### config.mk
export PLATFORM = sky130hd
export DESIGN_NAME = cpit_ram
export DESIGN_NICKNAME = d
export VERILOG_FILES = /design/src/hw/rtl/cpit_ram.sv
export SDC_FILE = /design/constraint.sdc
export NUM_CORES = 1
export LEC_CHECK = 0
export BUFFER_PORTS_ARGS = -buffer_cell sky130_fd_sc_hd__buf_4
export CAP_MARGIN = 0
export CORE_MARGIN = 2
export CORE_UTILIZATION = 30
export CTS_BUF_LIST = sky130_fd_sc_hd__clkbuf_2
export DETAILED_ROUTE_END_ITERATION = 10
export SLEW_MARGIN = 0
export SYNTH_ARGS = -nofsm -noshare
export SYNTH_HDL_FRONTEND = slang
export SYNTH_SLANG_ARGS = --single-unit
export TNS_END_PERCENT = 50
### constraint.sdc
create_clock -name clk -period 3.2 [get_ports clk]
set_clock_uncertainty 0.05 [all_clocks]
set_input_delay 0.64 -clock clk [delete_from_list [all_inputs] [get_ports clk]]
set_output_delay 0.64 -clock clk [all_outputs]
set_load 0.01 [all_outputs]
### src/hw/rtl/cpit_ram.sv
// Generic single-write, single-read synchronous RAM with registered read data.
module cpit_ram #(
  parameter int WIDTH = 8,
  parameter int DEPTH = 16
) (
  input  logic                     clk,
  input  logic                     we,
  input  logic [$clog2(DEPTH)-1:0] waddr,
  input  logic [WIDTH-1:0]         wdata,
  input  logic                     re,
  input  logic [$clog2(DEPTH)-1:0] raddr,
  output logic [WIDTH-1:0]         rdata
);

  logic [WIDTH-1:0] mem [DEPTH];

  always_ff @(posedge clk) begin
    if (we) begin
      mem[waddr] <= wdata;
    end
    if (re) begin
      rdata <= mem[raddr];
    end
  end

endmodule

After elaboration in Yosys (flattened, before gate mapping)
Memories as Yosys holds them, arrays and structs flattened. A register that Yosys moved wholly into a read port is not among the register bits.
Index checks and enable logic that the tools add are counted.
W data, S select, Z words.
- add/subtract/negate cells: 0
- $mul: 0
- div/mod/pow operators: 0
- order comparisons: 0
- equality and inequality tests: 0
- shift operators: 0
- multiplexer cells: 2
- bitwise logic cells: 0
- reduce and logical (&&, ||, !) cells: 0
- operators with widths (kind ; number):
    $mux W1 ; 2
- register bits: 0
- latch bits: 0
- RAM bits: 128
- memory bits (read-only): 0
- output and inout bits: 8
- word-level logic and storage cells: 3
- memories: 1
- memories (name ; depth ; width ; rd ports ; clocked after memory_dff ; wr ports ; RTL line ; text):
    mem ; 16 ; 8 ; 1 ; 1 ; 1 ; 15 ; logic [WIDTH-1:0] mem [DEPTH];

Logic depth before layout (Yosys ltp)
- word-level depth: 2
- gate-level depth with buffers: 5
- depth with buffers taken out: 3

Worst setup path before layout
Ideal clock, no wire load.
- kind: in2reg
- from: input waddr[2]
- to: memory mem[0][0] (enable)
- arrival: 1.750 ns
- required time: 2.767 ns
- slack: 1.017 ns
- cell stages on the path: 2
- buffers on the path: 0
- path through: or3b_2 nor3_1
- RTL lines (element ; RTL line ; text):
    start: declaration ; 8 ; input logic [$clog2(DEPTH)-1:0] waddr,
    end: declaration ; 15 ;
No word-level cell before the write port.

Worst setup path after layout
- from: register rdata[3], read port of mem
- to: output rdata[3]
- RTL lines (element ; RTL line ; text):
    start: declaration ; 12 ; output logic [WIDTH-1:0] rdata
No word-level cell between the ends.

==> results.rst <==
.. list-table::
   :header-rows: 1

   * - Metric
     - Value
   * - Fin. max-slew vios
     - 0
   * - Leakage component of the power
     - 2.01 nW
   * - CTS Buf Count
     - 17
   * - Cell at the root of the clock tree
     - clkbuf_2
   * - Buffers plus inverters on the worst setup path
     - 1
   * - Total inserted antenna cells
     - 0
   * - Average wire length per cell after detail routing
     - slightly below 20 um
   * - CTS Buffer Depth
     - 2
   * - Max-slew headroom
     - a little over a third
   * - Startpoint-to-endpoint class of the critical path
     - reg -> out
   * - Number of instances in the synthesized netlist
     - ~230
   * - Critical path data required time
     - around 2500 ps
   * - Met2 track demand over resource in global routing
     - between 15 and 20%
   * - Area inside the core boundary
     - approximately 17,000 um2
   * - Proportion of netlist area held by the largest area contributor
     - approximately four fifths
   * - Post-CTS setup repair buffer count
     - 0
   * - Post-synthesis to final-layout area growth
     - 16.4%
   * - Routability congestion estimate
     - 0.695
   * - Syn. warnings
     - 0
   * - Count of cells resized by post-cts repair
     - 0
   * - Synthesized-area fraction occupied by ao, oa, aoi and oai cells
     - 2.30%
   * - Most repeated cell in the gate-level netlist after synthesis
     - edfxtp_1
   * - Number of clock sinks seen by CTS
     - 136
   * - Upper clock frequency limit
     - approximately 0.51 GHz
   * - Reg area
     - between 4000 and 5000 um2
   * - Number of iterations in the first detailed-routing pass
     - 4
   * - Post-route ant nets
     - 0
   * - Placed cells
     - approximately 490
   * - Post-Route Utilization
     - between 30 and 40%
   * - Synthesized flop and latch total
     - approximately 140
   * - GRT met1 Usage
     - roughly 17%
   * - Via count
     - around 2,400
   * - Worst min-delay path category
     - in -> reg
   * - Endpoint of the worst-slack reg-to-reg timing path
     - rdata[3]$_DFFE_PP_
   * - Clk_lat worst skew
     - between 600 and 700 ps
   * - Share of the synthesized netlist area taken by xor and xnor gates
     - 0%
   * - Cell type of the slowest stage on the worst timing path
     - edfxtp_1
   * - Number of placement rows
     - between 40 and 50
   * - Area occupied by multi-input gates
     - roughly 1100 um2
   * - Die W
     - between 100 and 150 um
   * - Detailed router's first-iteration violation count
     - between 300 and 400
   * - Met3 layer usage reported by global route
     - 4.18%
   * - Final critical-path required period
     - 1970 ps
   * - Total power draw
     - about 3.5 mW
   * - Fraction of the cycle the final worst path needs
     - approximately 60%
   * - Net count after synthesis
     - 248
   * - Largest vdd supply drop
     - 0.224 mV
   * - Final instance area
     - 6090 um2
   * - Largest net degree at the start of global routing
     - 33
   * - Post-detailed-placement half-perimeter wirelength
     - roughly 6400 um
   * - CTS clock-pin slew for the worst setup and hold paths
     - ~200 ps
   * - Number of library cell types mapped by synthesis
     - 18
   * - Cell count of the worst reg-to-reg path
     - 3
   * - Final Non-Filler Cells
     - about 520
   * - List of cells traversed by the critical path
     - buf_4
   * - Sequential cell area fraction in the yosys report
     - between 70% and 80%
   * - Number of synthesized flops with an enable pin
     - around 140
   * - Critical path fanouts, max
     - 1
   * - Largest area contributor in the synthesized netlist
     - edfxtp_1
   * - Dominant combinational cell family by area after synthesis
     - multiplexers
   * - Adder-Cell Fraction of Synth Area
     - 0%
   * - Cell area after technology mapping
     - 5230 um2
   * - Startpoint of the most critical setup path
     - rdata[3]$_DFFE_PP_
   * - CP Depth
     - 1
   * - DRC
     - 0
   * - Power density over the cells
     - approximately 580 nW/um2
   * - Maximum capacitance violations
     - 0
   * - R2R Setup Slk
     - roughly 1600 ps
   * - Setup-violating endpoint count in the final report
     - 0
   * - Fin Setup TNS
     - 0 ps
   * - Remaining Overflow, GRT
     - 0
   * - Leading register cell type out of synthesis
     - edfxtp_1
   * - Share of post-route cells with drive strength above 1
     - approximately 31%
   * - Top post-synthesis cells by count
     - edfxtp_1, mux4_2, a22oi_1, mux4_1, nor2_1
   * - Number of buffers added to fix hold violations after cts
     - 0
   * - Antenna violations before repair
     - 0
   * - Mux contribution to synthesized area
     - 14.8%
   * - Vias per cell
     - 4.65
   * - Vias in the first global route
     - 2,472
   * - Data arrival, critical path
     - 1280 ps
   * - Endpoint of the worst setup timing path
     - rdata[3]
   * - Hold violation total from the final report
     - 0
   * - Initial core utilization
     - a little under a third
   * - Number of nets in the layout
     - 298
   * - Critical path endpoint category
     - output port
   * - Die Y-Extent
     - about 140 um
   * - Unrepaired setup endpoints after global routing
     - false
   * - Die Footprint
     - between 15,000 and 20,000 um2
   * - Share of async-settable or async-resettable flops after synthesis
     - 0%
   * - GRT Total Usage
     - about an eighth
   * - Total number of H-tree levels
     - 4
   * - Status
     - complete, no violations
   * - Most crowded layer after global routing
     - met2
   * - TritonCTS clock tree
     - yes
   * - Area fraction in and, or, nand and nor cells after synthesis
     - around 3.1%
   * - PortBufs
     - 26
   * - First-pass GRT wire length
     - ~15,000 um
   * - Top-level I/O count
     - 27
   * - Post-Route WL
     - ~10,000 um
   * - Mean cell area of the mapped netlist
     - approximately 23 um2
   * - Transition time at the pin with the least slew margin
     - 972 ps
   * - Cell types with the largest area share after synthesis
     - edfxtp_1, mux4_2, mux4_1
   * - Reg-to-Reg Start
     - mem[1][3]$_DFFE_PP_
   * - Instance area at placement
     - about 5700 um2
   * - Fill cell instance count of the final layout
     - 1,624
   * - Maximum cell stage delay along the critical path
     - 470 ps
   * - Setup crit start kind
     - flop
   * - Family with the most delay on the worst path
     - flip-flops
==> report_power, final <==
part           switching [mW]  total, mW  internal [mW]
Sequential             0.0112       2.02           2.00
Clock                   0.586       1.33          0.746
Combinational           0.106      0.192         0.0858
Total                   0.703       3.54           2.84
==> kinds of logic (layout without fill, tap and decap cells) <==
family,Yosys count,count (layout)
multiplexers,32,32
flip-flops,136,136
buffers and inverters,10,73
AND/OR/NAND/NOR,35,35
AO/OA/AOI/OAI,16,16
==> cell type report <==
type                            count  area share, %
Clock buffer                       18           1.48
Timing Repair Buffer               41           5.26
Clock inverter                     14           4.15
Multi-Input combinational cell     83           17.4
Tap cell                          225           4.63
Sequential cell                   136           67.1
==> cell usage in the layout (no fill, tap or decap), drive strengths merged, types with 2 or more instances in the layout <==
master and count:
edfxtp 136, buf 41, mux4 32, clkbuf 18, a22oi 16, nor2 13
nand2 9, bufinv 7, clkinv 6, nor3 4, nand3b 2, nand2b 2
==> per-stage QoR <==
step                hold slack (ps)  setup WS [ps]
global route                    132           1120
CTS                             159           1160
floorplan                       655           1020
finish                          221           1230
detailed placement              688            704
global placement                679            717
==> per-layer routing <==
| metal | up-vias | share of wire (%) |
|---|---|---|
| met2 | 77 | 46 |
| met3 | 6 | 8.1 |
| met1 | 1242 | 45 |
| li1 | 1080 | - |
| met5 | - | 0 |
| met4 | 0 | 0.51 |
==> worst min path at each step <==
stage | endpoint | start | slack [ps] | cells after the start
floorplan | rdata[0]$_DFFE_PP_ | mem[7][0]$_DFFE_PP_ | 650 | 3
global placement | rdata[7]$_DFFE_PP_ | mem[14][7]$_DFFE_PP_ | 680 | 3
detailed placement | rdata[2]$_DFFE_PP_ | mem[14][2]$_DFFE_PP_ | 690 | 3
CTS | rdata[0]$_DFFE_PP_ | re | 160 | 1
global route | rdata[2]$_DFFE_PP_ | re | 130 | 1
finish | rdata[0]$_DFFE_PP_ | re | 220 | 1
==> flip-flops by register name, summed over array words and instances, names as in the netlist <==
signal,cells
mem,128
rdata,8
No activity file was read; power rests on OpenSTA's default activity.
