File: src/hw/rtl/cpit_pkg.sv
// Shared types and constants for the child path intern table.
package cpit_pkg;

  localparam int KEY_W        = 32;
  localparam int ID_W         = 16;
  localparam int PATH_CAPACITY = 65536;
  localparam int ID_CNT_W     = ID_W + 1;
  // ids run from 1 up to the smaller of PATH_CAPACITY - 1 and the id field's range
  localparam int ID_LIMIT     = (PATH_CAPACITY < (1 << ID_W)) ? PATH_CAPACITY : (1 << ID_W);
  localparam int SLOT_AW      = 17;
  localparam int SLOTS        = 1 << SLOT_AW;
  localparam int EPOCH_W      = 8;
  localparam logic [KEY_W-1:0] HASH_MULT = 32'd2654435761;

  typedef struct packed {
    logic [EPOCH_W-1:0] epoch;
    logic [KEY_W-1:0]   key;
    logic [ID_W-1:0]    id;
  } slot_t;

  typedef struct packed {
    logic                we;
    logic [SLOT_AW-1:0]  waddr;
    slot_t               wdata;
    logic                re;
    logic [SLOT_AW-1:0]  raddr;
  } ram_req_t;

  typedef struct packed {
    logic                sweeping;
    logic [ID_CNT_W-1:0] next_id;
  } stat_t;

  typedef enum logic [2:0] {
    ST_SWEEP,
    ST_IDLE,
    ST_WIPE,
    ST_LOOKUP,
    ST_PROBE
  } state_t;

  typedef enum logic {
    REQ_LOOKUP = 1'b0,
    REQ_CLEAR  = 1'b1
  } req_t;

endpackage

File: src/hw/rtl/cpit_probe.sv
// Probe sequencer: linear probing, insert, epoch clear, sweep and result register.
module cpit_probe (
  input  logic                          clk,
  input  logic                          rst,
  input  logic                          in_valid,
  output logic                          in_ready,
  input  logic                          req_type,
  input  logic [cpit_pkg::KEY_W-1:0]    key_in,
  input  logic [cpit_pkg::SLOT_AW-1:0]  hash_slot,
  input  cpit_pkg::slot_t               rd_slot,
  output cpit_pkg::ram_req_t            ram_req,
  output cpit_pkg::stat_t               stat,
  output logic                          out_valid,
  input  logic                          out_ready,
  output logic [cpit_pkg::ID_W-1:0]     out_id,
  output logic                          out_created,
  output logic                          out_full
);
  import cpit_pkg::*;

  state_t               state, state_next;
  logic [KEY_W-1:0]     key;
  logic [SLOT_AW-1:0]   pos;
  logic [SLOT_AW-1:0]   sweep_cnt;
  logic [EPOCH_W-1:0]   cur_epoch;
  logic [ID_CNT_W-1:0]  next_id;

  logic empty, hit, finish, out_free, no_room, emit, insert, wipe_go;

  assign empty    = (rd_slot.epoch != cur_epoch);
  assign hit      = !empty && (rd_slot.key == key);
  assign finish   = empty || hit;
  assign out_free = !out_valid || out_ready;
  assign no_room  = (next_id >= ID_CNT_W'(ID_LIMIT));
  assign wipe_go  = (state == ST_WIPE) && out_free;
  assign emit     = wipe_go || ((state == ST_PROBE) && finish && out_free);
  assign insert   = (state == ST_PROBE) && empty && !no_room && out_free;

  assign in_ready = (state == ST_IDLE);
  assign stat     = '{sweeping: (state == ST_SWEEP), next_id: next_id};

  always_comb begin
    state_next = state;
    unique case (state)
      ST_SWEEP:  if (sweep_cnt == SLOT_AW'(SLOTS - 1)) state_next = ST_IDLE;
      ST_IDLE: begin
        if (in_valid) begin
          state_next = (req_type == REQ_CLEAR) ? ST_WIPE : ST_LOOKUP;
        end
      end
      ST_WIPE: begin
        if (out_free) begin
          state_next = (cur_epoch == '1) ? ST_SWEEP : ST_IDLE;
        end
      end
      ST_LOOKUP: state_next = ST_PROBE;
      ST_PROBE:  if (finish && out_free) state_next = ST_IDLE;
      default:   state_next = ST_IDLE;
    endcase
  end

  always_comb begin
    ram_req = '0;
    unique case (state)
      ST_SWEEP: begin
        ram_req.we    = 1'b1;
        ram_req.waddr = sweep_cnt;
      end
      ST_LOOKUP: begin
        ram_req.re    = 1'b1;
        ram_req.raddr = hash_slot;
      end
      ST_PROBE: begin
        // collision: read the following slot, result comes back next cycle
        if (!finish) begin
          ram_req.re    = 1'b1;
          ram_req.raddr = pos + 1'b1;
        end
        if (insert) begin
          ram_req.we    = 1'b1;
          ram_req.waddr = pos;
          ram_req.wdata = '{epoch: cur_epoch, key: key, id: next_id[ID_W-1:0]};
        end
      end
      default: ram_req = '0;
    endcase
  end

  always_ff @(posedge clk) begin
    if (rst) begin
      state     <= ST_SWEEP;
      sweep_cnt <= '0;
      cur_epoch <= EPOCH_W'(1);
      next_id   <= ID_CNT_W'(1);
      out_valid <= 1'b0;
    end else begin
      state <= state_next;
      if (state == ST_SWEEP) begin
        sweep_cnt <= sweep_cnt + 1'b1;
      end
      if (wipe_go) begin
        // epoch wraps back to 1; the sweep that follows removes stale marks
        cur_epoch <= (cur_epoch == '1) ? EPOCH_W'(1) : cur_epoch + 1'b1;
        next_id   <= ID_CNT_W'(1);
      end else if (insert) begin
        next_id <= next_id + 1'b1;
      end
      if (emit) begin
        out_valid <= 1'b1;
      end else if (out_ready) begin
        out_valid <= 1'b0;
      end
    end
  end

  always_ff @(posedge clk) begin
    if (in_valid && in_ready) begin
      key <= key_in;
    end
    if (state == ST_LOOKUP) begin
      pos <= hash_slot;
    end else if ((state == ST_PROBE) && !finish) begin
      pos <= pos + 1'b1;
    end
    if (emit) begin
      priority if (state == ST_WIPE) begin
        out_id      <= '0;
        out_created <= 1'b0;
        out_full    <= 1'b0;
      end else if (hit) begin
        out_id      <= rd_slot.id;
        out_created <= 1'b0;
        out_full    <= 1'b0;
      end else if (no_room) begin
        out_id      <= '0;
        out_created <= 1'b0;
        out_full    <= 1'b1;
      end else begin
        out_id      <= next_id[ID_W-1:0];
        out_created <= 1'b1;
        out_full    <= 1'b0;
      end
    end
  end

endmodule

File: config.mk
export PLATFORM = sky130hd
export DESIGN_NAME = cpit_probe
export DESIGN_NICKNAME = d
export VERILOG_FILES = /design/src/hw/rtl/cpit_pkg.sv /design/src/hw/rtl/cpit_probe.sv
export SDC_FILE = /design/constraint.sdc
export NUM_CORES = 1
export LEC_CHECK = 0
export ABC_AREA = 1
export BUFFER_PORTS_ARGS = -buffer_cell sky130_fd_sc_hd__buf_4
export CAP_MARGIN = 20
export CORE_MARGIN = 1.5
export CORE_UTILIZATION = 40
export CTS_CLUSTER_DIAMETER = 60
export CTS_CLUSTER_SIZE = 20
export DETAILED_ROUTE_END_ITERATION = 8
export PLACE_DENSITY_LB_ADDON = 0.2
export SKIP_LAST_GASP = 1
export SYNTH_ARGS = -nofsm -noshare
export SYNTH_HDL_FRONTEND = slang
export SYNTH_SLANG_ARGS = --single-unit
File: constraint.sdc
create_clock -name clk -period 3.6 [get_ports clk]
set_input_delay 0.54 -clock clk [delete_from_list [all_inputs] [get_ports clk]]
set_output_delay 0.54 -clock clk [all_outputs]
set_load 0.02 [all_outputs]
Yosys cells after proc, flatten, opt, wreduce, memory -nomap -nowiden
Cells that the tools add are included.
{"block": "word_totals", "reg_bits": 113, "in_bits": 110, "out_inout_bits": 130, "wordCells": 71}
{"block": "op_classes", "n_addsub": 4, "n_lt_le_gt_ge": 1, "eq_ne": 12, "mux": 21, "reduce_logical": 23}
{"op": "2-to-1 mux 74 bit", "count": 1}
{"op": "case mux 18 bit (2 select lines)", "count": 2}
{"op": "2-to-1 mux 56 bit", "count": 1}
{"op": "adder 17 x 1 -> 17 bit, second input constant", "count": 3}
{"op": "2-to-1 mux 17 bit", "count": 2}
{"op": "equality test 32 bit", "count": 1}
{"op": "2-to-1 mux 16 bit", "count": 2}
{"op": "2-to-1 mux 18 bit", "count": 1}
{"op": "equality test 17 bit, second input constant", "count": 1}
{"op": "greater-or-equal comparator 17 bit, second input constant", "count": 1}
{"op": "case mux 3 bit (5 select lines)", "count": 1}
{"op": "2-to-1 mux 3 bit", "count": 4}
{"op": "logical AND 1 bit", "count": 10}
{"op": "adder 8 x 1 -> 8 bit, second input constant", "count": 1}
{"op": "equality test 8 bit, second input constant", "count": 1}
{"op": "2-to-1 mux 8 bit", "count": 1}
{"op": "!= test 8 bit", "count": 1}
{"op": "equality test 3 x 2 -> 1 bit, second input constant", "count": 2}
{"op": "2-to-1 mux 1 bit", "count": 6}
{"op": "zero test 1 bit", "count": 4}
{"op": "!= test 2 x 1 -> 1 bit, second input constant", "count": 2}
{"op": "!= test 2 bit, second input constant", "count": 2}
{"op": "AND reduction 4 bit", "count": 1}
{"op": "nonzero test 2 bit", "count": 2}
{"op": "other kinds (5)", "count": 8}

Depth between registers and ports, before layout
{"block": "logic_depth", "word_depth": 8, "mapped_depth": 14, "mapped_depth_nobuf": 14}

Least setup slack after synthesis
Ideal clock, no wire load.
{"block": "synth_timing", "path_type": "input to register", "from": "in rd_slot[20] (netlist bit)", "to": "reg out_created (enable)", "setup_ns": 0.418, "t_arrival_ns": 2.583, "required_ns": 3.182, "slack_ns": 0.599, "stages": 9, "path_buffers": 0, "cell_sequence": "xnor2_1 nand2_1 nor2_1 nand2_1 nor2_1 nand2_1 nand2_2 nand2_1 o21ai_0"}
{"block": "synth_via", "elab_chain_len": 6}
{"element": "start: declaration", "line_no": "cpit_probe.sv:10", "source": "input cpit_pkg::slot_t rd_slot,"}
{"element": "equality test 32 bit", "line_no": "cpit_probe.sv:31", "source": "assign hit = !empty && (rd_slot.key == key);"}
{"element": "logical AND 1 bit", "line_no": "cpit_probe.sv:31"}
{"element": "logical OR 1 bit", "line_no": "cpit_probe.sv:32", "source": "assign finish = empty || hit;"}
{"element": "logical AND 1 bit (2 in a row)", "line_no": "cpit_probe.sv:36", "source": "assign emit = wipe_go || ((state == ST_PROBE) && finish && out_free);"}
{"element": "logical OR 1 bit", "line_no": "cpit_probe.sv:36"}
{"element": "via emit", "line_no": "cpit_probe.sv:28", "source": "logic empty, hit, finish, out_free, no_room, emit, insert, wipe_go;"}
{"element": "end signal: assignment", "line_no": "cpit_probe.sv:128", "source": "out_created <= 1'b0;"}
{"element": "end signal: assignment", "line_no": "cpit_probe.sv:132", "source": "out_created <= 1'b0;"}
{"element": "end signal: assignment", "line_no": "cpit_probe.sv:136", "source": "out_created <= 1'b0;"}
{"element": "end: declaration", "line_no": "cpit_probe.sv:16", "source": "output logic out_created,"}
The timed path passes the listed nets, and every way through them passes these cells.
A chain may end at the register's enable or synchronous reset.

==> out/metrics.yaml <==
synth_cell_types: 38
num_rows: 46
port_buffers: 239
endpoint_kind: "primary output"
netSwitchingFraction_pct: 24.7
post_cts_buffers: 0
dr.pass1.iters: 5
required_ns: 3.06
die_height_um: 130
initial_core_util_pct: 40.8
antenna_cells: 0
antenna_found_initial: 0
max-cap-violations: 0
clockBufferDepth: 2
critPathKind: "reg2out"
seqCellArea_sq_mm: 0.00293
synth_warnings: 0
holdBufCountCts: 0
cts_root_buffer: "clkbuf_16"
grt_pass1_wl_um: 28300
synthXorXnorAreaFrac_pct: 6.64
synth-compound-area-share_pct: 8.99
antenna_left: 0
vias: 6192
syn-num-nets: 948
relSlewSlack_pct: 49.1
pwr-share-comb_pct: 13.8
synth_simple_gate_area_share_pct: 28.2
grt_setup_unrepaired: "no"
final_nets: 1190
hold_class: "in2reg"
synth-seq-area-share_pct: 45.4
synthFlopType: "edfxtp_1"
finalSetupTns_ns: 0
drv_slew: 0
clock-sinks: 113
fin_crit_sh_pct: 82.1
syn_area_sq_mm: 0.00646
synthCells: 832
remaining_drc_errors: 0
critPathLaunchType: "register"
switching_power_mw: 0.930
place_ws_ns: 0.731
power_frac_seq_pct: 39.9
synth_edf_count: 67
cts_buffers: 17
pwr-share-clk_pct: 46.3
die_x_um: 130
ir_drop_mv: 0.359
place_congestion: 0.834
async_reset_ff_share_pct: 0
tightestPinTransition_ns: 0.762
cts.clk_slew.worst_paths_ns: 0.05
ctsResizeCount: 0
intPower_mw: 2.83
fin_ws_ns: 0.644
track_usage_pct: 21.9
fin_worst_skew_ns: 0.0110
avgSynthCellArea_sq_um: 7.76
wl_um: 18500
finalPower_mw: 3.76
multi_input_area_sq_mm: 0.00291
clk_latency_ns: 0.42
grt_start_max_net_pins: 36
period_needed_ns: 2.96
crit_fanout: 17
cts_tree: "built"
ioPinCount: 240
area_growth_pct: 40.3
holdWs_ns: 0.298
yosys.area_share.adder_pct: 1.16
arrival_ns: 2.42
htreeDepth: 4
fmax_mhz: 338
grt_pass1_vias: 5719
drive_above_1_share_pct: 30.2
avgViaCountPerCell: 4.75
power_density_mw_per_mm2: 415
ys_ff_latch: 113
num-fill-cells: 1478
status: "completed"
drt_iter0_drc: 372
p_leak_nw: 4.09
setup_violations: 0
hold_viol: 0
overflow: 0
synth_top_family_by_area: "simple AND/OR/NAND/NOR gates"
wl_per_cell_um: 14.2
synthMuxAreaShare_pct: 0
core_sq_mm: 0.0158
die_area_sq_mm: 0.0169
dp_hpwl_um: 14200
[area by class of cell]
type,count,share of cell area [%]
multi-input cells,563,32.1
repair buffers,244,20.2
inverters,135,5.59
clock buffers,19,4.89
well taps,216,2.98
flip-flops and latches,113,32.4
clock inverters,13,1.84
[metal layers]
metal | vias up | wire, um | track usage, % | part of all wire (%)
met3 | 25 | 1320 | 5.45 | 7.1
met1 | 2817 | 7800 | 25.8 | 42
met2 | 210 | 9090 | 38.2 | 49
li1 | 3140 | - | - | -
met5 | - | 0 | 0 | 0
met4 | 0 | 342 | 8.56 | 1.8
[sequential cells by signal, indices dropped and copies added (netlist names), 3 cells and up]
name,flops
cur_epoch,8
key,32
next_id,17
out_id,16
pos,17
state,3
sweep_cnt,17
[kinds of logic (layout without fill, tap and decap cells)]
group	Yosys count	count (layout)
and+or+nand+nor	404	404
buffers and inverters	156	411
DFF	113	113
AOI/OAI and AO/OA	104	104
xor gates and xnor gates	49	49
adders and majority gates	6	6
[critical path: stages, from the launching register on]
cell	delay, ns
edfxtp_1	0.44
xnor2_1	0.16
nand2_1	0.07
nor2_1	0.13
nand2_1	0.07
nor2_1	0.14
nand2_1	0.17
nand2_2	0.15
nor2_4	0.06
inv_2	0.27
o21ai_0	0.16
buf_4	0.18
[layout by cell type, fill, tap and decap left out, types with 17 or more instances in the layout]
master	n
a21oi_1	29
buf_4	244
clkbuf_16	17
dfxtp_1	46
edfxtp_1	67
inv_1	124
nand2_1	186
nand3_1	45
nor2_1	109
nor3_1	18
o21ai_0	47
xnor2_1	23
xor2_1	26
[cells in the mapped netlist (7+ instances only)]
master,n,area [sq um]
nand2_2,7,43.8
nand2_1,186,698
edfxtp_1,67,2010
dfxtp_1,46,921
o21ai_0,48,240
a21oi_1,29,145
buf_2,8,40.0
o21ai_2,9,78.8
nor2_2,10,62.6
nor2_4,7,78.8
clkbuf_1,7,26.3
inv_1,124,465
nand3_1,45,225
nor3_2,7,70.1
xor2_1,26,228
inv_2,10,37.5
nor3_1,18,90.1
xnor2_1,23,201
o22ai_1,8,50.1
nor2_1,110,413
[power groups by stage]
stage | clock (mW) | combinational (mW) | sequential [mW]
after floorplan | 0 | 0.288 | 1.52
after detailed placement | 0 | 0.526 | 1.52
after global placement | 0 | 0.519 | 1.52
after global routing | 1.82 | 0.577 | 1.51
after CTS | 1.77 | 0.526 | 1.50
final | 1.74 | 0.521 | 1.50
[metrics by stage]
step / instances / area, sq um / util [%]
after floorplan: 832 / 6460 / -
after global placement: 1271 / 8450 / 53.4
after detailed placement: 1271 / 8450 / 53.4
after CTS: 1303 / 9060 / 57.3
after global routing: 1303 / 9060 / 57.3
final: 1303 / 9060 / 57.3
[worst paths after layout]
path,start,endpoint,slack (ns),depth (start not counted)
setup reg to reg,key[8]$_DFFE_PP_,pos[1]$_DFFE_PP_,0.96,10
setup / recovery,key[8]$_DFFE_PP_,ram_req[1],0.64,11
hold reg to reg,sweep_cnt[7]$_SDFFE_PP0P_,sweep_cnt[7]$_SDFFE_PP0P_,0.49,2
hold / removal,key_in[20],key[20]$_DFFE_PP_,0.30,1
No activity file was read; power rests on OpenSTA's default activity.
