`src/hw/rtl/cpit_pkg.sv`:
```
// Shared types and constants for the child path intern table.
package cpit_pkg;

  localparam int KEY_W        = 32;
  localparam int ID_W         = 16;
  localparam int PATH_CAPACITY = 65536;
  localparam int ID_CNT_W     = ID_W + 1;
  // ids run from 1 up to the smaller of PATH_CAPACITY - 1 and the id field's range
  localparam int ID_LIMIT     = (PATH_CAPACITY < (1 << ID_W)) ? PATH_CAPACITY : (1 << ID_W);
  localparam int SLOT_AW      = 17;
  localparam int SLOTS        = 1 << SLOT_AW;
  localparam int EPOCH_W      = 8;
  localparam logic [KEY_W-1:0] HASH_MULT = 32'd2654435761;

  typedef struct packed {
    logic [EPOCH_W-1:0] epoch;
    logic [KEY_W-1:0]   key;
    logic [ID_W-1:0]    id;
  } slot_t;

  typedef struct packed {
    logic                we;
    logic [SLOT_AW-1:0]  waddr;
    slot_t               wdata;
    logic                re;
    logic [SLOT_AW-1:0]  raddr;
  } ram_req_t;

  typedef struct packed {
    logic                sweeping;
    logic [ID_CNT_W-1:0] next_id;
  } stat_t;

  typedef enum logic [2:0] {
    ST_SWEEP,
    ST_IDLE,
    ST_WIPE,
    ST_LOOKUP,
    ST_PROBE
  } state_t;

  typedef enum logic {
    REQ_LOOKUP = 1'b0,
    REQ_CLEAR  = 1'b1
  } req_t;

endpackage

```
`src/hw/rtl/cpit_hash.sv`:
```
// Registered multiplicative hash from a (parent, segment) key to a home slot.
module cpit_hash (
  input  logic                           clk,
  input  logic                           load,
  input  logic [cpit_pkg::KEY_W-1:0]     key,
  output logic [cpit_pkg::SLOT_AW-1:0]   slot
);
  import cpit_pkg::*;

  logic [KEY_W-1:0] prod;

  assign prod = key * HASH_MULT;

  always_ff @(posedge clk) begin
    if (load) begin
      slot <= prod[KEY_W-1 -: SLOT_AW];
    end
  end

endmodule

```
`config.mk`:
```
export PLATFORM = sky130hd
export DESIGN_NAME = cpit_hash
export DESIGN_NICKNAME = d
export VERILOG_FILES = /design/src/hw/rtl/cpit_pkg.sv /design/src/hw/rtl/cpit_hash.sv
export SDC_FILE = /design/constraint.sdc
export NUM_CORES = 1
export LEC_CHECK = 0
export BUFFER_PORTS_ARGS = -buffer_cell sky130_fd_sc_hd__buf_4
export CAP_MARGIN = 20
export CELL_PAD_IN_SITES_DETAIL_PLACEMENT = 1
export CELL_PAD_IN_SITES_GLOBAL_PLACEMENT = 1
export CORE_MARGIN = 2
export CORE_UTILIZATION = 52
export DETAILED_ROUTE_END_ITERATION = 6
export GPL_ROUTABILITY_DRIVEN = 0
export PLACE_DENSITY_LB_ADDON = 0.1
export SYNTH_ARGS = -nofsm -noshare
export SYNTH_HDL_FRONTEND = slang
export SYNTH_SLANG_ARGS = --single-unit
```
`constraint.sdc`:
```
create_clock -name clk -period 7.9 [get_ports clk]
set_input_delay 0.79 -clock clk [delete_from_list [all_inputs] [get_ports clk]]
set_output_delay 0.79 -clock clk [all_outputs]
set_load 0.05 [all_outputs]
```
# Word-level counts from Yosys, hierarchy flattened
# Cells that the tools add are included.
# word_totals
register_bits	17
output_inout_bits	17
in_bits	34
# classes
multipliers	1
# op_table
cell	count
multiplier 32 x 32 -> 32 bit (second input constant)	1

# Longest topological paths before layout
# Gate-level depths: netlist (run 1).
# logic_depth
word_depth	1
mapped_depth	25
mapped_depth_nobuf	25

# Worst setup path before layout (run 1)
# OpenSTA, ideal clock, no wires.
# synth_timing
kind	input-to-reg
startpoint	in key[4] in the netlist's numbering
endpoint	reg slot[8] in the netlist's numbering (data pin)
arrival_time_ps	6432
setup_slack_ps	1210
t_required_ps	7642
path_stages	24
cell_sequence	inv_1 > fa_1 > inv_1 > fa_1 > fa_1 > inv_1 > fa_1 > inv_1 > fa_1 > inv_1 > fa_1 > inv_1 > fa_1 > inv_1 > fa_1 > inv_1 > ha_1 > a21o_1 > a211oi_1 > o31ai_2 > a21o_1 > a21o_1 > a21oi_2 > xnor2_1
# synth_via
elab_chain_len	1
# synth_lines
item	line	rtl
start, declared	cpit_hash.sv:5	input logic [cpit_pkg::KEY_W-1:0] key,
multiplier 32 x 32 -> 32 bit	cpit_hash.sv:12	assign prod = key * HASH_MULT;
named net prod[23]	cpit_hash.sv:10	logic [KEY_W-1:0] prod;
end signal, assigned	cpit_hash.sv:16	slot <= prod[KEY_W-1 -: SLOT_AW];
end, declared	cpit_hash.sv:6	output logic [cpit_pkg::SLOT_AW-1:0] slot
# The timed path passes the listed nets, and every way through them passes these cells.
# A chain may end at the register's enable or synchronous reset.

# Worst setup path in the final report (run 1)
# layout_timing
startpoint	in key[4] in the netlist's numbering
endpoint	reg slot[14] in the netlist's numbering (data pin)
# Same word-level chain as after synthesis.

==> results by stage, run 1 <==
CTS:
- The clock slew at the register clock pins of the worst setup and hold paths is 0.05 ns.
- The clock passes through at most 2 buffers.
- In this run, post-CTS hold repair placed 0 buffers.
- In this run, CTS created clock tree buffers numbering 3.
- The number of instances resized during post-cts repair is 0.
- The tree is rooted in a clkbuf_16.
- TritonCTS built the clock tree.
- Buffers added to address setup during post-CTS repair amount to 0.
- In this run the number of H-tree levels came out at 1.
- The clock sink count is 17.

Route:
- For this block, the routed nets add up to 22600 um of wire.
- After detailed routing, the number of vias per cell comes to 5.08.
- The remaining number of nets flagged by the antenna check after routing is 0.
- The final route contains 5768 vias.
- The routed length per instance is 19.9 um.
- After detailed routing, the number of remaining DRC violations is 0.
- In this run, the number of DRC markers left after iteration 0 of detailed routing was 130.
- The number of iterations in the first detailed-routing pass is 6.

Place:
- The setup slack after placement is 0.492 ns.
- The HPWL after detailed placement is 20600 um.
- The port buffer count is 50.

Die:
- In this run the count of I/O pins placed on the die edge is 51.
- The starting utilization of the core area is 52.6%.
- The die span in y is 135 um.
- After floorplanning, the core was divided into 48 placement rows.
- The die is 135 um wide.
- The die covers 18300 sq um.
- The core box area is 17100 sq um.

Hold path:
- The class of the most critical hold timing path is primary input to flop.
- The cell count of the worst hold path is 1.
- In this run the most critical hold path is launched from load.
- The worst min-delay path endpoint is slot[4].

Timing:
- Static timing analysis puts the maximum clock frequency at 0.141 GHz.
- The final setup violation count is 0.
- The number of endpoints with negative hold slack in the final report is 0.
- The transition time of the tightest slew-check pin is 0.646 ns.
- The worst path in the final design needs a cycle of 7.09 ns, including I/O delays and setup.
- The post-route fraction of the period consumed by the critical path is 89.8%.
- Setup repair after global routing left no endpoint under its margin.
- For the final routed database, the setup TNS stands at 0 ns.
- The final count of pins violating max slew was 0.
- The worst pin sits at a relative slew slack of 56.9%.
- After layout, the worst setup slack is 0.808 ns.

Global routing:
- The overall global routing resource usage is 27.5%.
- After global routing the overflow that remains totals 0.
- The largest net degree at the start of global routing is 18.
- The number of antenna violations at the first check in global routing is 0.
- The number of global-route vias before repair is 7062.
- The first-pass GRT wire length is 37300 um.

Cells and area:
- The antenna cell count is 0.
- The register with the highest flop count is slot.
- The layout has 1935 filler cells.
- The storage element area is 510 sq um.
- The area growth from synthesis to layout is 8.29%.
- The multi-input logic area is 7180 sq um.
- The post-layout net count is 1332.
- Of the cells placed in the final design, the portion with a size suffix greater than 1 is 6.59%.
- The number of flip-flops in the largest register is 17.
- In the final layout, the registers with the most flip-flops are slot (17).

Yosys:
- After synthesis, the largest area contributor takes up 45.3% of total cell area.
- The commonest cells after synthesis are 340 x inv_1, 203 x fa_1, 184 x ha_1.
- The average size of a mapped cell is 10.5 sq um.
- After synthesis, flip-flops and latches occupy 5.69% of the total area.
- Yosys attributes the largest share of cell area to fa_1 45%, ha_1 26%, inv_1 14%.
- For this run, asynchronously set or reset flops after synthesis account for 0%.
- The total standard cell area after synthesis is 8960 sq um.
- The Yosys warning count is 0.
- The number of nets handed over by synthesis was 1276.
- The most used standard cell by instance count after synthesis is inv_1.
- The number of flip-flops and latches in the synthesized netlist is 17.
- The prevailing post-synth register cell is edfxtp_1.
- The number of distinct library cells after synthesis is 26.
- Synthesis produced a netlist whose cell count is 855.
- Counting flops with a built-in enable in the synthesized netlist gives 17.
- fa_1 takes more of the synthesized area than any other cell.

Setup path:
- The startpoint class of the critical path is a primary input.
- The largest fanout of any net on the critical path is 9.
- The class of the most critical setup path is primary input to flop.
- The nature of the critical path endpoint is a flop.
- The first element of the critical path is key[4].
- The required time of the critical path is 7.91 ns.
- Data arrives at the worst endpoint at 7.10 ns.

Status:
- The flow ran to the end, and the final reports show no timing, DRC or antenna violations.

Job:
- Across the run, the number of max-cap violations was 0.
## cell usage in the layout, fill, tap and decap left out
cell	synthesis	layout
a21o_1	4	4
o21a_1	4	4
xnor2_1	43	43
clkbuf_16	0	3
nor2_1	8	8
inv_1	340	340
fa_1	203	203
o211ai_1	3	3
and3_1	2	2
nand3_1	3	3
buf_4	0	51
a211oi_1	3	3
nand2_1	8	8
clkbuf_1	0	1
nand3b_1	1	1
nor3_2	1	1
edfxtp_1	17	17
nand4_1	1	1
a221oi_2	1	1
nand2b_1	2	2
a21oi_1	4	4
o21ba_2	1	1
xor2_1	9	9
a31oi_1	2	2
nor3_1	3	3
o31ai_2	1	1
o21ai_0	5	5
ha_1	184	184
a21oi_2	2	2
## worst max-delay path by stage
stage | to | slack [ns] | cells after the start
after floorplan | slot[8] | 1.21 | 24
after global placement | slot[16] | 0.71 | 25
after detailed placement | slot[14] | 0.49 | 26
after CTS | slot[14] | 0.78 | 26
after global routing | slot[14] | 0.49 | 26
final | slot[14] | 0.81 | 26
## area by class of cell
type / count / share of cell area (%)
repair buffers: 51 / 3.94
multi-input cells: 498 / 73.9
well taps: 225 / 2.90
flip-flops and latches: 17 / 5.26
clock buffers: 4 / 0.812
inverters: 340 / 13.1
## metrics by stage
| stage | cell area, sq um | hold slack (ns) | std cells | util, % |
|---|---|---|---|---|
| after floorplan | 8960 | 0.902 | 855 | - |
| after global placement | 9630 | 1.18 | 1131 | 56.5 |
| after detailed placement | 9630 | 1.19 | 1131 | 56.5 |
| after CTS | 9710 | 0.927 | 1135 | 56.9 |
| after global routing | 9710 | 0.932 | 1135 | 56.9 |
| final | 9710 | 0.926 | 1135 | 56.9 |
## critical path, stage by stage
cell      delay [ns]
buf_4           0.15
inv_1           0.13
fa_1            0.55
inv_1           0.05
fa_1            0.39
fa_1            0.49
inv_1           0.05
fa_1            0.47
inv_1           0.05
fa_1            0.51
inv_1           0.06
fa_1            0.55
inv_1           0.05
fa_1            0.48
inv_1           0.05
fa_1            0.47
inv_1           0.04
ha_1            0.32
nand3_1         0.15
nor2_1          0.06
a211oi_1        0.25
o31ai_2         0.20
o211ai_1        0.31
nand3b_1        0.16
a21oi_1         0.22
xnor2_1         0.08
## routing by layer
layer | vias to the layer above | global-route usage, % | share of wire (%)
met5 | - | 0 | 0
met4 | 0 | 7.64 | 3.4
met3 | 42 | 3.52 | 3.4
met2 | 128 | 51.9 | 54
met1 | 2999 | 32.8 | 39
li1 | 2599 | - | -
## cells by family (layout without fill, tap and decap cells)
logic type	count (synthesis)	count (layout)	share of synthesized area, %
AO/OA/AOI/OAI	30	30	2.43
XOR/XNOR	52	52	5.08
adder cells (fa/ha/maj)	387	387	71.0
buffers and inverters	340	395	14.2
flip-flops	17	17	5.69
AND/OR/NAND/NOR	29	29	1.55
Power of run 1 is not shown: default switching activity piles up to over one toggle a cycle in this logic, so the estimate is an artifact.
==> inputs of run 2 (changes only) <==
--- a/config.mk
+++ b/config.mk
@@ -10,9 +10,10 @@
 export CELL_PAD_IN_SITES_DETAIL_PLACEMENT = 1
 export CELL_PAD_IN_SITES_GLOBAL_PLACEMENT = 1
 export CORE_MARGIN = 2
-export CORE_UTILIZATION = 52
+export CORE_UTILIZATION = 56
 export DETAILED_ROUTE_END_ITERATION = 6
 export GPL_ROUTABILITY_DRIVEN = 0
+export MAX_ROUTING_LAYER = met4
 export PLACE_DENSITY_LB_ADDON = 0.1
 export SYNTH_ARGS = -nofsm -noshare
 export SYNTH_HDL_FRONTEND = slang
==> constraint.sdc (replaced) <==
create_clock -name clk -period 9 [get_ports clk]
set_input_delay 0.9 -clock clk [delete_from_list [all_inputs] [get_ports clk]]
set_output_delay 0.9 -clock clk [all_outputs]
set_load 0.05 [all_outputs]
==> run 2 against run 1 <==
  * Cell count is 0.88% lower
  * Die area decreased by 6.9%
  * Final area down 0.19%
  * Sequential share of layout area is essentially flat
  * Non-clock buffer count down 1
  * Largest cell class unchanged
  * Highest routed layer unchanged
==> results by stage, run 2 (synthesis gave the netlist of run 1 again) <==
Status:
- The run finished with clean final reports.

Timing:
- The worst slew margin relative to its limit is 58.1% (+1.1 points).
- The final setup violation count was 0 (unchanged).
- The worst hold slack came to 1.04 ns (+0.115 ns).
- The post-route fraction of the period consumed by the critical path is 80.4%.
- The transition time of the tightest slew-check pin is 0.629 ns (-0.0169 ns).
- The final critical path time including I/O delays and setup is 7.23 ns.
- Setup repair after global routing left no endpoint under its margin.
- The number of endpoints with negative hold slack in the final report was 0 (unchanged).
- The maximum frequency from static timing analysis is 0.138 GHz.
- The total negative setup slack was 0 ns (unchanged).
- The final count of pins violating max slew is 0 (unchanged).

Die:
- The core box area is 15800 sq um (-7.5%).
- The chip width was 131 um (-3.5%).
- The die span in y is 131 um (-3.5%).
- The total I/O pin count is 51 (unchanged).
- The placement row count is 46 (-4.2%).
- The starting utilization of the core area is 56.8% (+4.3 points).
- The full die area is 17000 sq um (-6.9%).

Route:
- The per-cell via count in the routed design is 5.10 (+0.45%).
- The remaining number of nets flagged by the antenna check after routing is 0 (unchanged).
- The total via count after detailed routing was 5743 (-0.43%).
- The DRC violation count after routing is 0 (unchanged).
- The iteration-0 DRC count of the detailed router was 140 (+7.7%).
- The number of iterations in the first detailed-routing pass came to 4 (-2).
- The total detailed-routing wirelength is 22600 um (about the same).
- The routed length per instance is 20.1 um (+0.88%).

Setup path:
- The first element of the critical path is key[4].
- The last element of the critical path is slot[16].
- The largest fanout of any net on the critical path is 9 (unchanged).
- The required time of the critical path is 8.99 ns (+1.08 ns).
- STA classifies the critical path endpoint as a flop.
- The class of the most critical setup path is primary input to flop.
- The worst setup path is launched from a primary input.
- The data arrival at the endpoint of the critical path is 7.22 ns (+0.12 ns).

Global routing:
- The remaining global-route overflow is 0 (unchanged).
- The first-pass GRT wire length is 37100 um (-0.35%).
- The overall global routing resource usage is 30.8% (+3.3 points).
- The number of antenna violations at the first check in global routing is 0 (unchanged).
- The largest net degree at the start of global routing was 18 (unchanged).
- The number of global-route vias before repair is 7166 (+1.5%).

Cells and area:
- The register with the most flip-flops in the final layout is slot.
- The antenna cell count is 0 (unchanged).
- Leaving out fill and tap cells, the most frequent cell in the layout is inv_1.
- The share of layout cells above drive strength 1 is 6.49% (-0.10 points).
- The largest registers in the layout are slot (17).
- The number of flip-flops in the largest register is 17 (unchanged).
- The post-layout net count is 1331 (-0.075%).
- From synthesis to final layout, the design area changed by 8.08%.
- Leaving out fill and tap cells, the most frequent cells in the layout are 340 x inv_1, 203 x fa_1, 184 x ha_1.
- The count of non-filler cells in the finished layout is 1125 (-0.88%).

CTS:
- The clock slew at the register clock pins of the worst setup and hold paths is 0.05 ns (about the same).
- The H-tree depth is 1 (unchanged).
- TritonCTS built the clock tree.
- The number of instances resized during post-cts repair is 0 (unchanged).
- The number of buffers created by CTS is 3 (unchanged).
- The total of hold buffers inserted after clock tree synthesis is 0 (unchanged).
- The buffer levels on the longest clock path is 2 (unchanged).
- The post-CTS setup buffer count is 0 (unchanged).
- The clock sink count is 17 (unchanged).
- The root buffer cell chosen for the clock tree is clkbuf_16.

Place:
- The placed instance count is 1121 (-0.88%).
- The port buffer count was 50 (unchanged).
- The post-detailed-placement half-perimeter wirelength was 20700 um (+0.46%).

Hold path:
- The class of the most critical hold timing path is primary input to flop.

Job:
- The total of max-cap violations was 0 (unchanged).
run 2: final cells by class:
class,instances,area (sq um)
Tap cell,216,270
Fill cell,1803,6080
Timing Repair Buffer,50,375
Multi-Input combinational cell,498,7180
Inverter,340,1280
Clock buffer,4,78.8
Sequential cell,17,510
run 2: routing by layer:
layer | GRT usage [%] | share of wire, % | wire length [um] | vias to the layer above
met1 | 35.2 | 38 | 8640 | 2947
met5 | - | 0 | 0 | -
met4 | 10.5 | 4.4 | 1000 | 0
met3 | 4.72 | 4.1 | 922 | 60
li1 | - | - | - | 2594
met2 | 55.5 | 53 | 12000 | 142
run 2: critical path, stage by stage:
cell      delay, ns
buf_4          0.16
inv_1          0.14
fa_1           0.56
inv_1          0.05
fa_1           0.38
fa_1           0.50
inv_1          0.05
fa_1           0.48
inv_1          0.06
fa_1           0.50
inv_1          0.05
fa_1           0.53
inv_1          0.05
fa_1           0.50
inv_1          0.05
fa_1           0.49
inv_1          0.05
ha_1           0.32
nand3_1        0.14
nor2_1         0.05
a211oi_1       0.25
o31ai_2        0.20
o211ai_1       0.31
nand3_1        0.13
a31oi_1        0.21
xnor2_1        0.09
run 2: worst min path at each step:
stage,start,slack (ns),cells past startpoint,to
6_report,load,1.04,1,slot[2]
5_1_grt,load,1.05,1,slot[3]
4_1_cts,load,1.04,1,slot[9]
3_5_place_dp,load,1.30,1,slot[4]
3_3_place_gp,load,1.29,1,slot[2]
2_1_floorplan,load,1.01,0,slot[0]
run 2: per-stage QoR:
step	utilization, %	worst slack (ns)	area [sq um]
2_1_floorplan	-	2.20	8960
3_3_place_gp	60.9	1.71	9610
3_5_place_dp	60.9	1.47	9610
4_1_cts	61.4	1.75	9690
5_1_grt	61.4	1.49	9690
6_report	61.4	1.77	9690
Power of run 2 is left out for the same reason.
==> inputs of run 3 (changes only) <==
--- a/config.mk
+++ b/config.mk
@@ -10,7 +10,7 @@
 export CELL_PAD_IN_SITES_DETAIL_PLACEMENT = 1
 export CELL_PAD_IN_SITES_GLOBAL_PLACEMENT = 1
 export CORE_MARGIN = 2
-export CORE_UTILIZATION = 56
+export CORE_UTILIZATION = 47
 export DETAILED_ROUTE_END_ITERATION = 6
 export GPL_ROUTABILITY_DRIVEN = 0
 export MAX_ROUTING_LAYER = met4
==> constraint.sdc (replaced) <==
create_clock -name clk -period 5.85 [get_ports clk]
set_input_delay 0.585 -clock clk [delete_from_list [all_inputs] [get_ports clk]]
set_output_delay 0.585 -clock clk [all_outputs]
set_load 0.05 [all_outputs]
==> run 3 against run 2 <==
  * The run now ends with negative setup slack left
  * Cell count grew 13%
  * Worst hold slack worse by 0.32 ns
  * Flip-flop and latch count did not move
  * Critical path depth shrank 1
  * Non-clock buffer count up 125
  * Largest cell class unchanged
==> results by stage, run 3 (synthesis gave the netlist of run 1 again) <==
Cells and area:
- In the layout the commonest cells are 334 x inv_1, 199 x fa_1, 179 x ha_1.
- The share of layout cells above drive strength 1 is 20.5% (+14 points).
- The library cell used most frequently in the layout, excluding fill and tap cells, is inv_1.
- The largest registers in the layout are slot (17).
- The number of flip-flops in the largest register is 17 (unchanged).
- The final standard cell area without fillers was 10900 sq um (+12%).
- The register with the highest flop count is slot.
- The post-layout net count is 1456 (+9.4%).
- The count of non-filler cells in the finished layout came to 1268 (+13%).
- Compared with the post-synthesis result, the final layout area differs by 21.2%.
- The antenna cell count is 0 (unchanged).

Timing:
- The number of endpoints with negative hold slack in the final report is 0 (unchanged).
- The final count of pins violating max slew is 0 (unchanged).
- The worst setup slack after layout is -0.623 ns (-2.39 ns).
- The post-route fraction of the period consumed by the critical path is 111%.
- The final critical path time including I/O delays and setup is 6.47 ns.
- The worst slew margin relative to its limit is 71.9% (+14 points).
- The worst hold slack is 0.722 ns (-0.319 ns).
- Static timing analysis puts the maximum clock frequency at 0.155 GHz.
- The transition time of the tightest slew-check pin is 0.417 ns (-0.212 ns).
- The final setup violation count is 14 (+14).
- Setup repair after global routing could not meet its margin everywhere.

Route:
- The routed length per instance is 19.1 um (-4.8%).
- The total via count after detailed routing came to 6176 (+7.5%).
- The number of iterations in the first detailed-routing pass is 4 (unchanged).
- The DRC violation count after routing is 0 (unchanged).
- The iteration-0 DRC count of the detailed router is 170 (+21%).
- The total detailed-routing wirelength is 24200 um (+7.2%).
- The remaining number of nets flagged by the antenna check after routing is 0 (unchanged).
- The per-cell via count in the routed design was 4.87 (-4.6%).

Setup path:
- In this design, the critical path's most frequently occurring cell is fa_1.
- The largest incremental delay on the critical path is 0.52 ns (-0.04 ns).
- The combined buffer and inverter count along the critical path is 9 (unchanged).
- The required time of the critical path came to 5.85 ns (-3.14 ns).
- The largest fanout of any net on the critical path was 4 (-5).
- The data arrival at the endpoint of the critical path is 6.48 ns (-0.74 ns).
- The startpoint class of the critical path is a primary input.
- The nature of the critical path endpoint is a flop.
- Grouping stages by cell kind, the critical path spends the most delay in adder cells.
- The critical path in this run is classified as primary input to flop.
- Among all stages on the critical path, the largest delay is contributed by fa_1.

Place:
- The post-detailed-placement half-perimeter wirelength is 22400 um (+8.3%).
- The port buffer count is 50 (unchanged).
- The area after detailed placement was 10600 sq um (+10%).
- The placed instance count is 1259 (+12%).

Die:
- The total I/O pin count is 51 (unchanged).
- The die span in y came to 142 um (+8.9%).
- The core box area is 18700 sq um (+19%).
- The placement row count came to 50 (+8.7%).
- The chip width was 142 um (+8.9%).
- The starting utilization of the core area was 47.9% (-8.9 points).
- The full die area is 20200 sq um (+19%).

CTS:
- The number of buffers created by CTS is 3 (unchanged).
- The total of hold buffers inserted after clock tree synthesis is 0 (unchanged).
- The buffer levels on the longest clock path was 2 (unchanged).
- Clock tree synthesis selected as its root buffer the cell clkbuf_16.
- TritonCTS built the clock tree.
- The clock sink count is 17 (unchanged).
- The clock slew at the register clock pins of the worst setup and hold paths came to 0.05 ns (about the same).
- The H-tree depth is 1 (unchanged).

Global routing:
- The overall global routing resource usage is 27.2% (-3.6 points).
- The number of global-route vias before repair is 7638 (+6.6%).
- The first-pass GRT wire length is 39900 um (+7.5%).
- The remaining global-route overflow is 0 (unchanged).
- The largest net degree at the start of global routing is 18 (unchanged).
- The number of antenna violations at the first check in global routing was 0 (unchanged).

Job:
- The total of max-cap violations was 0 (unchanged).

Hold path:
- The cell count of the worst hold path came to 1 (unchanged).
- The tightest min-delay check is of the primary input to flop type.
- The path with the worst hold slack has its endpoint at slot[2].
- The startpoint identified for the worst hold timing path is load.

Status:
- The final reports fail on negative setup slack.
- The run finished, with violations left.
[run 3: changes by cell type in the layout (fill, tap and decap cells not counted), sizes merged]
cell / delta
buf: +125
[run 3: worst max-delay path by stage]
stage / startpoint / to / slack, ns / depth (start not counted)
6_report: key[6] / slot[16] / -0.62 / 25
5_1_grt: key[4] / slot[14] / -0.87 / 25
4_1_cts: key[4] / slot[14] / -0.60 / 25
3_5_place_dp: key[5] / slot[16] / -0.89 / 24
3_3_place_gp: key[5] / slot[16] / -0.79 / 24
2_1_floorplan: key[4] / slot[8] / -0.37 / 24
[run 3: stage by stage]
stage	setup slack, ns	utilization [%]	setup TNS (ns)
2_1_floorplan	-0.372	-	-3.02
3_5_place_dp	-0.892	56.6	-10.91
5_1_grt	-0.870	58.1	-9.04
3_3_place_gp	-0.785	56.6	-9.35
6_report	-0.623	58.1	-5.87
4_1_cts	-0.597	57.7	-6.02
[run 3: area by class of cell]
cell class,instances,area (sq um)
well taps,234,293
repair buffers,175,1370
multi-input cells,498,7330
fillers,2089,7840
flip-flops and latches,17,510
clock buffers,4,78.8
inverters,340,1280
[run 3: what timing repair did]
| item | CTS | global route |
|---|---|---|
| pin swaps | 7 | 7 |
| resized for setup | 24 | 16 |
| buffers inserted | 4 | 2 |
| endpoints found under the setup margin | 16 | 16 |
[run 3: metal layers]
metal | routed length [um] | GRT usage (%) | up-vias
met5 | 0 | - | -
met4 | 856 | 7.68 | 0
met3 | 725 | 2.93 | 40
met2 | 13000 | 49.8 | 92
met1 | 9630 | 31.8 | 3196
li1 | - | - | 2848
Power of run 3 is left out for the same reason.
